===== src/rtl/nds_pkg.sv =====
// Shared types and constants for the nixie digit shift-out driver.
// No dependencies; imported by every module of the block.
`timescale 1ns / 1ps

package nds_pkg;

  // Display geometry
  localparam int TUBE_COUNT      = 6;
  localparam int DIGITS_PER_TUBE = 10;
  localparam int SHIFT_BYTES     = 8;
  localparam int VEC_W           = SHIFT_BYTES * 8;
  localparam int DIGIT_W         = 8;
  localparam int DOT_W           = 4;

  // Colon nibble codes; anything above COLON_BOTH holds the pair
  localparam logic [3:0] COLON_OFF    = 4'd0;
  localparam logic [3:0] COLON_BOTTOM = 4'd1;
  localparam logic [3:0] COLON_TOP    = 4'd2;
  localparam logic [3:0] COLON_BOTH   = 4'd3;

  // One stage of the shift chain
  typedef struct packed {
    logic dat;   // cathode bit
    logic vld;   // stage holds a live bit
    logic last;  // final bit of the update, latch strobe follows
  } cell_t;

  // Update handed from the front end to the shift chain
  typedef struct packed {
    logic [VEC_W-1:0] vec;
    logic [DOT_W-1:0] dots;
  } upd_t;

endpackage


===== src/rtl/nds_cell.sv =====
// One stage of the serial shift chain: parallel load or shift from neighbour.
// Depends on nds_pkg.
`timescale 1ns / 1ps

module nds_cell (
  input  logic          clk,
  input  logic          rst_n,
  input  logic          load_en,
  input  logic          shift_en,
  input  nds_pkg::cell_t load_d,
  input  nds_pkg::cell_t prev_q,
  output nds_pkg::cell_t q
);
  import nds_pkg::*;

  cell_t q_r;
  cell_t q_nxt;

  // Load wins over shift; the chain is empty below the top when loading
  always_comb begin
    q_nxt = q_r;
    if (load_en) begin
      q_nxt = load_d;
    end else if (shift_en) begin
      q_nxt = prev_q;
    end
  end

  always_ff @(posedge clk) begin
    if (!rst_n) begin
      q_r <= '0;
    end else begin
      q_r <= q_nxt;
    end
  end

  assign q = q_r;

endmodule


===== src/rtl/nds_front.sv =====
// Input stage: builds the one-hot cathode vector, applies the colon codes
// and holds one pending update for the shift chain. Depends on nds_pkg.
`timescale 1ns / 1ps

module nds_front (
  input  logic                                    clk,
  input  logic                                    rst_n,
  input  logic                                    in_valid,
  output logic                                    in_stall,
  input  logic [nds_pkg::TUBE_COUNT-1:0][nds_pkg::DIGIT_W-1:0] digits,
  input  logic [7:0]                              colon_code,
  input  logic                                    take,
  output logic                                    pend_vld,
  output nds_pkg::upd_t                           pend
);
  import nds_pkg::*;

  function automatic logic [1:0] apply_colon(input logic [1:0] pair,
                                             input logic [3:0] code);
    logic [1:0] res;
    case (code)
      COLON_OFF:    res = 2'b00;
      COLON_BOTTOM: res = 2'b01;
      COLON_TOP:    res = 2'b10;
      COLON_BOTH:   res = 2'b11;
      default:      res = pair;
    endcase
    return res;
  endfunction

  logic             pend_vld_r, pend_vld_nxt;
  upd_t             pend_r, pend_nxt;
  logic [DOT_W-1:0] dots_r, dots_nxt;
  logic [VEC_W-1:0] vec;
  logic             accept;

  assign in_stall = pend_vld_r;
  assign accept   = in_valid && !pend_vld_r;

  // One-hot per tube; position p carries tube TUBE_COUNT-1-p, codes above 9 blank
  always_comb begin
    vec = '0;
    for (int p = 0; p < TUBE_COUNT; p++) begin
      for (int d = 0; d < DIGITS_PER_TUBE; d++) begin
        if (p * DIGITS_PER_TUBE + d < VEC_W) begin
          vec[p * DIGITS_PER_TUBE + d] = (digits[TUBE_COUNT-1-p] == DIGIT_W'(d));
        end
      end
    end
  end

  // Dot levels: bit 3 left top, 2 left bottom, 1 right top, 0 right bottom
  always_comb begin
    dots_nxt = dots_r;
    if (accept) begin
      dots_nxt = {apply_colon(dots_r[3:2], colon_code[7:4]),
                  apply_colon(dots_r[1:0], colon_code[3:0])};
    end
  end

  // Pending slot
  always_comb begin
    pend_vld_nxt = pend_vld_r;
    pend_nxt     = pend_r;
    if (accept) begin
      pend_vld_nxt  = 1'b1;
      pend_nxt.vec  = vec;
      pend_nxt.dots = dots_nxt;
    end else if (take) begin
      pend_vld_nxt = 1'b0;
    end
  end

  always_ff @(posedge clk) begin
    if (!rst_n) begin
      pend_vld_r <= 1'b0;
      dots_r     <= '0;
    end else begin
      pend_vld_r <= pend_vld_nxt;
      dots_r     <= dots_nxt;
    end
  end

  always_ff @(posedge clk) begin
    pend_r <= pend_nxt;
  end

  assign pend_vld = pend_vld_r;
  assign pend     = pend_r;

endmodule


===== src/rtl/nixie_digit_shift_out_driver_unit.sv =====
// Top level of the nixie digit shift-out driver: front end plus shift chain.
// Depends on nds_pkg, nds_front and nds_cell.
`timescale 1ns / 1ps
//
//  channel | ports                                         | direction
//  --------+-----------------------------------------------+----------
//  in      | in_valid, in_stall, in_digit_*, in_colon_code | update in
//  out     | out_valid, out_stall, out_serial_bit,         | one bit out
//          | out_last_bit, out_*_dot                       |
//
// Each update yields 64 transactions, one per cycle when out_stall is low,
// set by the 64-stage shift chain that drains one stage a cycle.
// An update first waits in the pending slot, so its first bit reaches the output
// through the pending slot and then the chain top stage; the next update is taken
// there while the chain drains and loads on the edge the last bit leaves, so
// updates stream with no gap. Reset clears the chain, pending slot and front-end
// dot levels (all off), not the output dots. Stalling holds the chain and outputs.

module nixie_digit_shift_out_driver_unit (
  input  logic       clk,
  input  logic       rst_n,
  input  logic       in_valid,
  output logic       in_stall,
  input  logic [7:0] in_digit_hour_high,
  input  logic [7:0] in_digit_hour_low,
  input  logic [7:0] in_digit_minute_high,
  input  logic [7:0] in_digit_minute_low,
  input  logic [7:0] in_digit_second_high,
  input  logic [7:0] in_digit_second_low,
  input  logic [7:0] in_colon_code,
  output logic       out_valid,
  input  logic       out_stall,
  output logic       out_serial_bit,
  output logic       out_last_bit,
  output logic       out_left_top_dot,
  output logic       out_left_bottom_dot,
  output logic       out_right_top_dot,
  output logic       out_right_bottom_dot
);
  import nds_pkg::*;

  logic [5:0][DIGIT_W-1:0]          all_digits;
  logic [TUBE_COUNT-1:0][DIGIT_W-1:0] digits;
  logic                             pend_vld;
  upd_t                             pend;
  logic                             advance;
  logic                             load;
  cell_t                            chain [VEC_W];
  cell_t                            top_q;
  logic [DOT_W-1:0]                 dots_out_r, dots_out_nxt;

  // Reorder so index n is tube n
  always_comb begin
    all_digits[0] = in_digit_hour_high;
    all_digits[1] = in_digit_hour_low;
    all_digits[2] = in_digit_minute_high;
    all_digits[3] = in_digit_minute_low;
    all_digits[4] = in_digit_second_high;
    all_digits[5] = in_digit_second_low;
    for (int t = 0; t < TUBE_COUNT; t++) begin
      digits[t] = all_digits[t];
    end
  end

  nds_front u_front (
    .clk        (clk),
    .rst_n      (rst_n),
    .in_valid   (in_valid),
    .in_stall   (in_stall),
    .digits     (digits),
    .colon_code (in_colon_code),
    .take       (load),
    .pend_vld   (pend_vld),
    .pend       (pend)
  );

  // Chain control: shift on each output transaction, reload when drained
  assign top_q   = chain[VEC_W-1];
  assign advance = top_q.vld && !out_stall;
  assign load    = pend_vld && (!top_q.vld || (advance && top_q.last));

  // Shift chain: stage VEC_W-1 drives the data line, bit 63 goes first
  for (genvar i = 0; i < VEC_W; i++) begin : g_chain
    cell_t load_d;
    cell_t prev_q;

    // data, live, last
    assign load_d = {pend.vec[i], 1'b1, (i == 0)};

    if (i == 0) begin : g_first
      assign prev_q = '0;
    end else begin : g_rest
      assign prev_q = chain[i-1];
    end

    nds_cell u_cell (
      .clk      (clk),
      .rst_n    (rst_n),
      .load_en  (load),
      .shift_en (advance),
      .load_d   (load_d),
      .prev_q   (prev_q),
      .q        (chain[i])
    );
  end

  // Dot levels are registered beside the chain and change as each update loads
  always_comb begin
    dots_out_nxt = dots_out_r;
    if (load) begin
      dots_out_nxt = pend.dots;
    end
  end

  always_ff @(posedge clk) begin
    dots_out_r <= dots_out_nxt;
  end

  assign out_valid            = top_q.vld;
  assign out_serial_bit       = top_q.dat;
  assign out_last_bit         = top_q.last;
  assign out_left_top_dot     = dots_out_r[3];
  assign out_left_bottom_dot  = dots_out_r[2];
  assign out_right_top_dot    = dots_out_r[1];
  assign out_right_bottom_dot = dots_out_r[0];

endmodule

===== config.mk =====
export PLATFORM = sky130hd
export DESIGN_NAME = nixie_digit_shift_out_driver_unit
export DESIGN_NICKNAME = d
export VERILOG_FILES = /design/src/rtl/nds_pkg.sv /design/src/rtl/nds_cell.sv /design/src/rtl/nds_front.sv /design/src/rtl/nixie_digit_shift_out_driver_unit.sv
export SDC_FILE = /design/constraint.sdc
export NUM_CORES = 1
export LEC_CHECK = 0
export CORE_UTILIZATION = 63
export CTS_CLUSTER_SIZE = 8
export DETAILED_ROUTE_END_ITERATION = 6
export DONT_BUFFER_PORTS = 1
export GPL_TIMING_DRIVEN = 1
export HOLD_SLACK_MARGIN = 0.03
export PLACE_DENSITY = 0.84
export SETUP_SLACK_MARGIN = 0.02
export SYNTH_ARGS = -nofsm -noshare
export SYNTH_HDL_FRONTEND = slang
export SYNTH_SLANG_ARGS = --single-unit

===== constraint.sdc =====
create_clock -name clk -period 12.15 [get_ports clk]
set_input_delay 1.215 -clock clk [delete_from_list [all_inputs] [get_ports clk]]
set_output_delay 1.215 -clock clk [all_outputs]
set_load 0.005 [all_outputs]

==> results.json, run 1 <==
{
  "fin_setup_tns_ns": 0,
  "end_kind": "flip-flop",
  "setup_viol": 0,
  "cp_data_arrival_time_ns": 3.59,
  "post-dp-hpwl_mm": 10.4,
  "cpPeakStageDelay_ns": 0.95,
  "io_buffers": 0,
  "num_vias": 7601,
  "cts_tree": "built",
  "ys_ff_latch": 264,
  "cp.depth": 5,
  "reg2reg_depth": 5,
  "ys.flop_type": "dfxtp_1",
  "hp-class": "reg2reg",
  "clock_skew_ns": 0.0150,
  "die-area_um2": 17600,
  "start_kind": "input pin",
  "multi_input_area_um2": 4260,
  "yosysTopAreaCell": "dfxtp_1",
  "slew_violations": 0,
  "critPathTopFamily": "buffers and inverters",
  "gr-total-overflow": 0,
  "wl_per_cell_um": 15.7,
  "nFillCells": 1167,
  "yosys_warnings": 0,
  "clock-sinks": 264,
  "clockBufferDepth": 3,
  "grtUsageTotal": 0.229,
  "worst_slew_pin_slew_ns": 1.13,
  "syn-cell-area_um2": 10700,
  "wl_mm": 20.0,
  "numCtsBuffers": 38,
  "regArea_um2": 5970,
  "cap_violations": 0,
  "worstSetupPathType": "in2reg",
  "hold_depth": 0,
  "syn-instance-count": 1083,
  "netlist.area_leader.share": 0.366,
  "pin_count": 68,
  "drcViolationCount": 0,
  "synth_area_leaders": "dfxtp_1 37%, edfxtp_1 19%, nand2_1 8.7%",
  "drive_gt1_frac": 0.0789,
  "postCtsSetupRepairBufs": 0,
  "ir_worst_vdd_v": 0.000121,
  "grt_max_degree": 109,
  "synthMostInstantiatedCell": "nand2_1",
  "drt_first_pass_iters": 5,
  "hold_viol": 0,
  "num_rows": 47,
  "required_ns": 12.50,
  "clk_latency_ns": 0.50,
  "leakage_uw": 0.00380,
  "yosysSeqAreaShare": 0.556,
  "die_x_um": 132,
  "antenna_left": 0,
  "max_slew_margin": 0.249,
  "holdBufCountCts": 0,
  "viasPerCell": 5.98,
  "async_flop_share": 0,
  "antenna_cells": 0,
  "power_density_nw_per_um2": 176,
  "synth.distinct_cells": 33,
  "worst_slack_ns": 8.91,
  "clockRootBuffer": "clkbuf_16",
  "synth_common_cells": "249 x nand2_1, 196 x dfxtp_1, 81 x nor3_1",
  "crit_top_cell": "buf_4",
  "cts_resized": 0,
  "drt_iter0_drc": 705,
  "areaGrowthSynthToFinish_pct": 8.48,
  "syn-num-nets": 1143,
  "path_buf_inv": 2,
  "antenna_found_initial": 0,
  "critical-path-slowest-cell": "buf_4",
  "cp_max_fo": 101,
  "core_area_um2": 16600,
  "place_area_um2": 10600,
  "synth_edf_count": 68,
  "die_h_um": 132,
  "h-tree-depth": 2,
  "rsz0062_at_grt": "false",
  "fin_nets": 1096,
  "place_ws_ns": 8.46,
  "worstPathCellList": "nor2b_4 -> buf_4 -> buf_4 -> mux2i_1 -> nor3_1",
  "syn_avg_cell_area_um2": 9.90,
  "status": "finished clean",
  "clk_pin_slew_worst_paths_ns": 0.05,
  "final_area_um2": 11600,
  "finalCritPeriodShare": 0.267,
  "max_freq_mhz": 309,
  "grt_pass1_wl_mm": 33.8,
  "gp_congestion": 0.758,
  "initial_core_util": 0.647,
  "fin_crit_ns": 3.24,
  "grt_pass1_vias": 7199
}
[power breakdown]
part	switching (µW)	total, µW	internal (µW)
sequential	25.5	986	960
clock	343	923	580
combinational	92.5	139	46.8
total	461	2050	1590
[routing by layer]
metal,part of all wire,wire length (µm),global-route usage,up-vias
met1,0.46,9170,0.309,3608
met2,0.47,9480,0.372,193
li1,-,-,-,3766
met5,0,0,0,-
met3,0.047,938,0.0483,34
met4,0.019,373,0.0715,0
[final timing paths]
path                                                            from                                   to  slack (ns)
worst min register to register             u_front.pend[3]$_DFFE_PP_              dots_out_r[3]$_DFFE_PP_        0.42
worst min-delay path                       u_front.pend[3]$_DFFE_PP_              dots_out_r[3]$_DFFE_PP_        0.42
worst max-delay path                                       out_stall  g_chain[6].u_cell.q[0]$_SDFFE_PP0N_        8.91
worst max register to register  g_chain[63].u_cell.q[1]$_SDFFE_PN0P_  g_chain[6].u_cell.q[0]$_SDFFE_PP0N_        9.27
[metrics by stage]
stage / instances / total power, µW / hold WS, ns / utilization
after global routing: 1272 / 2120 / 0.430 / 0.702
final: 1272 / 2050 / 0.422 / 0.702
after global placement: 1216 / 1130 / 0.404 / 0.639
after CTS: 1272 / 2060 / 0.419 / 0.702
after floorplan: 1083 / 1120 / 0.400 / -
after detailed placement: 1216 / 1140 / 0.413 / 0.639
[layout make-up]
class / instances / area share
Clock buffer: 55 / 0.0890
Timing Repair Buffer: 10 / 0.00645
Sequential cell: 264 / 0.513
Inverter: 3 / 0.00140
Multi-Input combinational cell: 719 / 0.366
Tap cell: 220 / 0.0237
Clock inverter: 1 / 0.000753
[cells by family (layout without fill, tap and decap cells)]
logic type             count (synthesis)  in the layout  synth area share
flip-flops                           264            264             0.556
AND/OR/NAND/NOR                      462            462             0.208
AO/OA/AOI/OAI                        187            187             0.120
multiplexers                          70             70            0.0658
buffers and inverters                100             69            0.0500
[flip-flops by register name, indices dropped and copies added (netlist names)]
name	flops
dots_out_r	4
g_chain.u_cell.q	191
u_front.dots_r	4
u_front.in_stall	1
u_front.pend	64
[cell usage in the layout, fill, tap and decap left out, drive strengths merged]
cell	n
a21oi	44
inv	3
nand2b	46
mux2i	66
a211oi	18
a311oi	59
nand2	249
edfxtp	68
nor4	9
dfxtp	196
a31oi	62
buf	10
nor3	91
nand3	6
mux2	4
clkbuf	55
nor2b	2
or3b	6
nor2	22
o22ai	1
and2	4
nor4b	2
nand3b	9
a21o	1
nor3b	12
clkinv	1
or2b	4
o21ai	2
[worst register-to-register path, delay by kind of cell (launching register included)]
family	cells	cell delay, ns
buffers and inverters	2	1.86
multiplexers	1	0.36
flip-flops	1	0.32
AND/OR/NAND/NOR	2	0.20
Power figures use the tool's default switching activity.
==> inputs of run 2 (changes only) <==
--- a/config.mk
+++ b/config.mk
@@ -5,13 +5,13 @@
 export SDC_FILE = /design/constraint.sdc
 export NUM_CORES = 1
 export LEC_CHECK = 0
-export CORE_UTILIZATION = 63
+export CORE_UTILIZATION = 57
 export CTS_CLUSTER_SIZE = 8
 export DETAILED_ROUTE_END_ITERATION = 6
 export DONT_BUFFER_PORTS = 1
 export GPL_TIMING_DRIVEN = 1
 export HOLD_SLACK_MARGIN = 0.03
-export PLACE_DENSITY = 0.84
+export PLACE_DENSITY = 0.8
 export SETUP_SLACK_MARGIN = 0.02
 export SYNTH_ARGS = -nofsm -noshare
 export SYNTH_HDL_FRONTEND = slang
==> constraint.sdc (replaced) <==
create_clock -name clk -period 2.75 [get_ports clk]
set_input_delay 0.275 -clock clk [delete_from_list [all_inputs] [get_ports clk]]
set_output_delay 0.275 -clock clk [all_outputs]
set_load 0.005 [all_outputs]
==> results.json, run 2 (synthesized netlist as in run 1, its figures left out) <==
{
  "drcViolationCount": 0,
  "gp_congestion": 0.732,
  "largest_register_ffs": 191,
  "hold_viol": 0,
  "hp-class": "in2reg",
  "status": "finished clean",
  "place_area_um2": 10700,
  "grt_pass1_vias": 7456,
  "grtUsageTotal": 0.218,
  "multi_input_area_um2": 4260,
  "clockRootBuffer": "clkbuf_16",
  "antenna_left": 0,
  "cp_data_arrival_time_ns": 2.26,
  "viasPerCell": 5.93,
  "drive_gt1_frac": 0.0813,
  "final_area_um2": 12000,
  "nFillCells": 1316,
  "clock-sinks": 264,
  "slew_violations": 0,
  "end_kind": "flip-flop",
  "fin_nets": 1127,
  "grt_pass1_wl_mm": 35.4,
  "cts_tree": "built",
  "grt_max_degree": 98,
  "fin_setup_tns_ns": 0,
  "clk_latency_ns": 0.51,
  "p_sw_uw": 2080,
  "final_common_cell": "nand2_1",
  "max_slew_margin": 0.588,
  "drt_first_pass_iters": 6,
  "cpPeakStageDelay_ns": 0.43,
  "clock_skew_ns": 0.0176,
  "io_buffers": 0,
  "areaGrowthSynthToFinish_pct": 12.2,
  "numCtsBuffers": 38,
  "num_vias": 7784,
  "final_cell_mix": "249 x nand2_1, 194 x dfxtp_1, 81 x nor3_1",
  "critical-path-slowest-cell": "dfxtp_2",
  "drt_iter0_drc": 688,
  "start_kind": "flip-flop",
  "post-route-util": 0.661,
  "h-tree-depth": 2,
  "post-dp-hpwl_mm": 10.7,
  "cap_violations": 0,
  "worstSetupPathType": "reg2reg",
  "pin_count": 68,
  "required_ns": 3.10,
  "finalCritPeriodShare": 0.696,
  "clk_pin_slew_worst_paths_ns": 0.05,
  "fin_crit_ns": 1.91,
  "switching_share": 0.229,
  "seq_power_share": 0.479,
  "die_x_um": 139,
  "num_rows": 49,
  "p_int_uw": 7010,
  "clockBufferDepth": 3,
  "setup_viol": 0,
  "wl_mm": 20.5,
  "worstPathCellList": "buf_4 -> a21o_4 -> buf_12 -> a311oi_1",
  "cp_max_fo": 97,
  "max_freq_mhz": 523,
  "worst_slew_pin_slew_ns": 0.618,
  "regArea_um2": 5970,
  "pwr-share-comb": 0.074,
  "core_area_um2": 18200,
  "power_density_nw_per_um2": 756,
  "ir_worst_vdd_v": 0.000507,
  "wl_per_cell_um": 15.7,
  "die-area_um2": 19400,
  "rsz0062_at_grt": "false",
  "antenna_found_initial": 0,
  "p_clk_frac": 0.447,
  "leakage_uw": 0.00397,
  "whs_ns": 0.0506,
  "gr-total-overflow": 0,
  "initial_core_util": 0.589,
  "antenna_cells": 0,
  "die_h_um": 139
}
[run 2: critical path: cells and delay by family, from the launching register on]
family | cells | cell delay [ns]
buffers and inverters | 2 | 0.74
AO/OA/AOI/OAI | 2 | 0.56
flip-flops | 1 | 0.43
[run 2: final cells by class]
| cell class | count | area share |
|---|---|---|
| Tap cell | 229 | 0.0238 |
| Multi-Input combinational cell | 719 | 0.354 |
| Inverter | 3 | 0.00135 |
| Clock buffer | 53 | 0.0837 |
| Timing Repair Buffer | 41 | 0.0385 |
| Sequential cell | 264 | 0.496 |
| Clock inverter | 3 | 0.00281 |
[run 2: path summary, 6_finish.rpt]
path / end / cells after the start / from / slack [ns]
setup / recovery: g_chain[38].u_cell.q[2]$_SDFFE_PN0P_ / 4 / g_chain[63].u_cell.q[1]$_SDFFE_PN0P_ / 0.84
hold / removal: u_front.pend[31]$_DFFE_PP_ / 2 / in_digit_minute_low[0] / 0.05
setup reg to reg: g_chain[38].u_cell.q[2]$_SDFFE_PN0P_ / 4 / g_chain[63].u_cell.q[1]$_SDFFE_PN0P_ / 0.84
hold reg to reg: dots_out_r[2]$_DFFE_PP_ / 0 / u_front.pend[2]$_DFFE_PP_ / 0.42
[run 2: repair_timing]
action                    CTS  global route
setup buffers               0             0
resized for setup           0             0
hold endpoints to repair   50             0
hold buffers               27             0
[run 2: power groups by stage]
stage	registers (µW)	clock network (µW)	logic, µW
detailed placement	4420	0	629
global placement	4420	0	612
finish	4360	4060	673
floorplan	4390	0	543
CTS	4360	4130	670
global route	4380	4320	747
[run 2: layer usage]
metal	part of all wire	vias up	wire, µm	GRT usage
met5	0	-	0	0
met4	0.019	0	385	0.0830
met3	0.052	39	1060	0.0404
met2	0.48	222	9830	0.352
met1	0.45	3671	9270	0.292
li1	-	3852	-	-
[run 2: stage by stage]
stage / total power (µW) / setup slack, ns / instances
final: 9090 / 0.837 / 1312
after global routing: 9440 / 0.685 / 1312
after CTS: 9150 / 0.865 / 1312
after global placement: 5030 / 0.923 / 1229
after detailed placement: 5050 / 0.893 / 1229
after floorplan: 4930 / 0.673 / 1083
==> inputs of run 3 (changes only) <==
--- a/config.mk
+++ b/config.mk
@@ -5,6 +5,7 @@
 export SDC_FILE = /design/constraint.sdc
 export NUM_CORES = 1
 export LEC_CHECK = 0
+export ABC_AREA = 1
 export CORE_UTILIZATION = 57
 export CTS_CLUSTER_SIZE = 8
 export DETAILED_ROUTE_END_ITERATION = 6
==> constraint.sdc (replaced) <==
create_clock -name clk -period 1.6 [get_ports clk]
set_input_delay 0.16 -clock clk [delete_from_list [all_inputs] [get_ports clk]]
set_output_delay 0.16 -clock clk [all_outputs]
set_load 0.005 [all_outputs]
==> results.json, run 3 <==
{
  "synth.distinct_cells": 18,
  "setup_viol": 0,
  "synth_common_cells": "462 x nand2_1, 196 x dfxtp_1, 135 x a21oi_1",
  "initial_core_util": 0.589,
  "worst_slew_pin_slew_ns": 0.388,
  "hold_start": "in_digit_hour_high[7]",
  "hold_viol": 0,
  "switching_share": 0.236,
  "synth_edf_count": 68,
  "place_area_um2": 10800,
  "power_density_nw_per_um2": 1260,
  "num_vias": 8851,
  "grtUsageTotal": 0.232,
  "status": "finished clean",
  "grt_pass1_vias": 8275,
  "synth_area_leaders": "dfxtp_1 37%, edfxtp_1 19%, nand2_1 16%",
  "fin_nets": 1445,
  "final_common_cell": "nand2_1",
  "hp-class": "in2reg",
  "cp_data_arrival_time_ns": 1.97,
  "antenna_found_initial": 0,
  "antenna_left": 0,
  "fin_cells": 1626,
  "fin_setup_tns_ns": 0,
  "areaGrowthSynthToFinish_pct": 18.2,
  "drive_gt1_frac": 0.0565,
  "rsz0062_at_grt": "true",
  "grt_max_degree": 83,
  "numCtsBuffers": 38,
  "seq_power_share": 0.470,
  "io_buffers": 0,
  "pin_count": 68,
  "gp_congestion": 0.783,
  "largest_register_ffs": 191,
  "ir_worst_vdd_v": 0.000997,
  "post-route-util": 0.696,
  "syn-num-nets": 1403,
  "wl_mm": 22.7,
  "num_rows": 49,
  "gr-total-overflow": 0,
  "final_cell_mix": "459 x nand2_1, 195 x dfxtp_1, 135 x a21oi_1",
  "clock_skew_ns": 0.0165,
  "syn_avg_cell_area_um2": 7.98,
  "yosysTopAreaCell": "dfxtp_1",
  "core_area_um2": 18200,
  "syn-instance-count": 1343,
  "pwr-share-comb": 0.091,
  "p_clk_frac": 0.439,
  "viasPerCell": 5.44,
  "grt_pass1_wl_mm": 37.7,
  "required_ns": 1.99,
  "placed_cells": 1498,
  "p_int_uw": 12200,
  "clk_pin_slew_worst_paths_ns": 0.05,
  "syn-cell-area_um2": 10700,
  "post-dp-hpwl_mm": 11.1,
  "drt_first_pass_iters": 7,
  "wl_per_cell_um": 14.0,
  "drcViolationCount": 0,
  "finalCritPeriodShare": 0.986,
  "synthMostInstantiatedCell": "nand2_1",
  "die-area_um2": 19400,
  "async_flop_share": 0,
  "worstSetupPathType": "reg2reg",
  "fin_crit_ns": 1.58,
  "cap_violations": 0,
  "p_sw_uw": 3760,
  "crit_start": "u_front.in_stall$_SDFFE_PN0P_",
  "ys_ff_latch": 264,
  "clk_latency_ns": 0.51,
  "slew_violations": 0,
  "max_freq_mhz": 634,
  "h-tree-depth": 2,
  "nFillCells": 1361,
  "leakage_uw": 0.00499,
  "clockBufferDepth": 3,
  "yosys_warnings": 0,
  "netlist.area_leader.share": 0.366,
  "clockRootBuffer": "clkbuf_16",
  "drt_iter0_drc": 696,
  "cp_max_fo": 5,
  "r2r_start": "u_front.in_stall$_SDFFE_PN0P_",
  "die_h_um": 139,
  "final_area_um2": 12700,
  "die_x_um": 139,
  "max_slew_margin": 0.739,
  "cts_tree": "built",
  "ys.flop_type": "dfxtp_1",
  "end_kind": "flip-flop",
  "yosysSeqAreaShare": 0.557,
  "clock-sinks": 264,
  "antenna_cells": 0,
  "start_kind": "flip-flop"
}
## run 3: cell types whose count changed in the layout (fill, tap and decap cells not counted), moves of 12 or more
cell	previous run	this run
a211oi_1	18	0
a21oi_1	44	135
a311oi_1	59	0
dlygate4sd3_1	27	72
inv_1	0	102
mux2i_1	66	0
nand2_1	249	459
nand2b_1	44	0
nand3_1	6	131
nor2_1	22	56
nor3_1	81	0
nor3b_1	12	0
nor4_1	3	24
## run 3: final timing paths
| path | to | slack, ns | cells after the start |
|---|---|---|---|
| setup / recovery | u_front.dots_r[3]$_SDFF_PN0_ | 0.02 | 5 |
| hold / removal | u_front.pend[56]$_DFFE_PP_ | 0.05 | 3 |
| setup reg to reg | u_front.dots_r[3]$_SDFF_PN0_ | 0.02 | 5 |
| hold reg to reg | dots_out_r[0]$_DFFE_PP_ | 0.42 | 0 |
## run 3: stage by stage
step                power [µW]  worst slack [ns]  hold slack [ns]
global route             16600           -0.0144           0.0629
CTS                      16000            0.0336           0.0306
global placement          8830             0.176            0.300
detailed placement        8890             0.138            0.314
floorplan                 8620            -0.512            0.289
finish                   16000            0.0230           0.0519
## run 3: cells by family after synthesis
| family | count (synthesis) | share of synthesized area |
|---|---|---|
| AND/OR/NAND/NOR | 677 | 0.259 |
| AO/OA/AOI/OAI | 202 | 0.101 |
| flip-flops | 264 | 0.557 |
| buffers and inverters | 200 | 0.0832 |
## run 3: power groups by stage
| stage | clock, µW | combinational, µW | sequential [µW] |
|---|---|---|---|
| final | 7020 | 1450 | 7510 |
| after global routing | 7410 | 1640 | 7550 |
| after CTS | 7120 | 1400 | 7500 |
| after detailed placement | 0 | 1270 | 7620 |
| after global placement | 0 | 1230 | 7610 |
| after floorplan | 0 | 1050 | 7560 |
## run 3: layout make-up
cell class / instances / area (µm²) / share of cell area
Tap cell: 229 / 287 / 0.0226
Inverter: 105 / 399 / 0.0315
Sequential cell: 264 / 5970 / 0.471
Multi-Input combinational cell: 879 / 3890 / 0.307
Timing Repair Buffer: 97 / 1090 / 0.0864
Clock inverter: 1 / 8.76 / 0.000691
Clock buffer: 51 / 1020 / 0.0806
## run 3: critical path, stage by stage, from the launching register on
cell	delay [ns]
dfxtp_4	0.38
nor2_4	0.17
nand2_2	0.12
o21ai_2	0.16
nor2_1	0.06
dlygate4sd3_1	0.56
## run 3: repair_timing
| action | CTS | global route |
|---|---|---|
| hold buffers | 72 | 0 |
| endpoints found under the setup margin | 0 | 11 |
| endpoints found under the hold margin | 83 | 0 |
| gates resized for setup | 0 | 7 |
| setup buffers | 0 | 3 |
## run 3: metal layers
metal | share of wire | global-route usage | routed length, µm
met5 | 0 | 0 | 0
met4 | 0.022 | 0.0854 | 498
met3 | 0.051 | 0.0418 | 1150
met2 | 0.49 | 0.395 | 11100
met1 | 0.44 | 0.295 | 9920
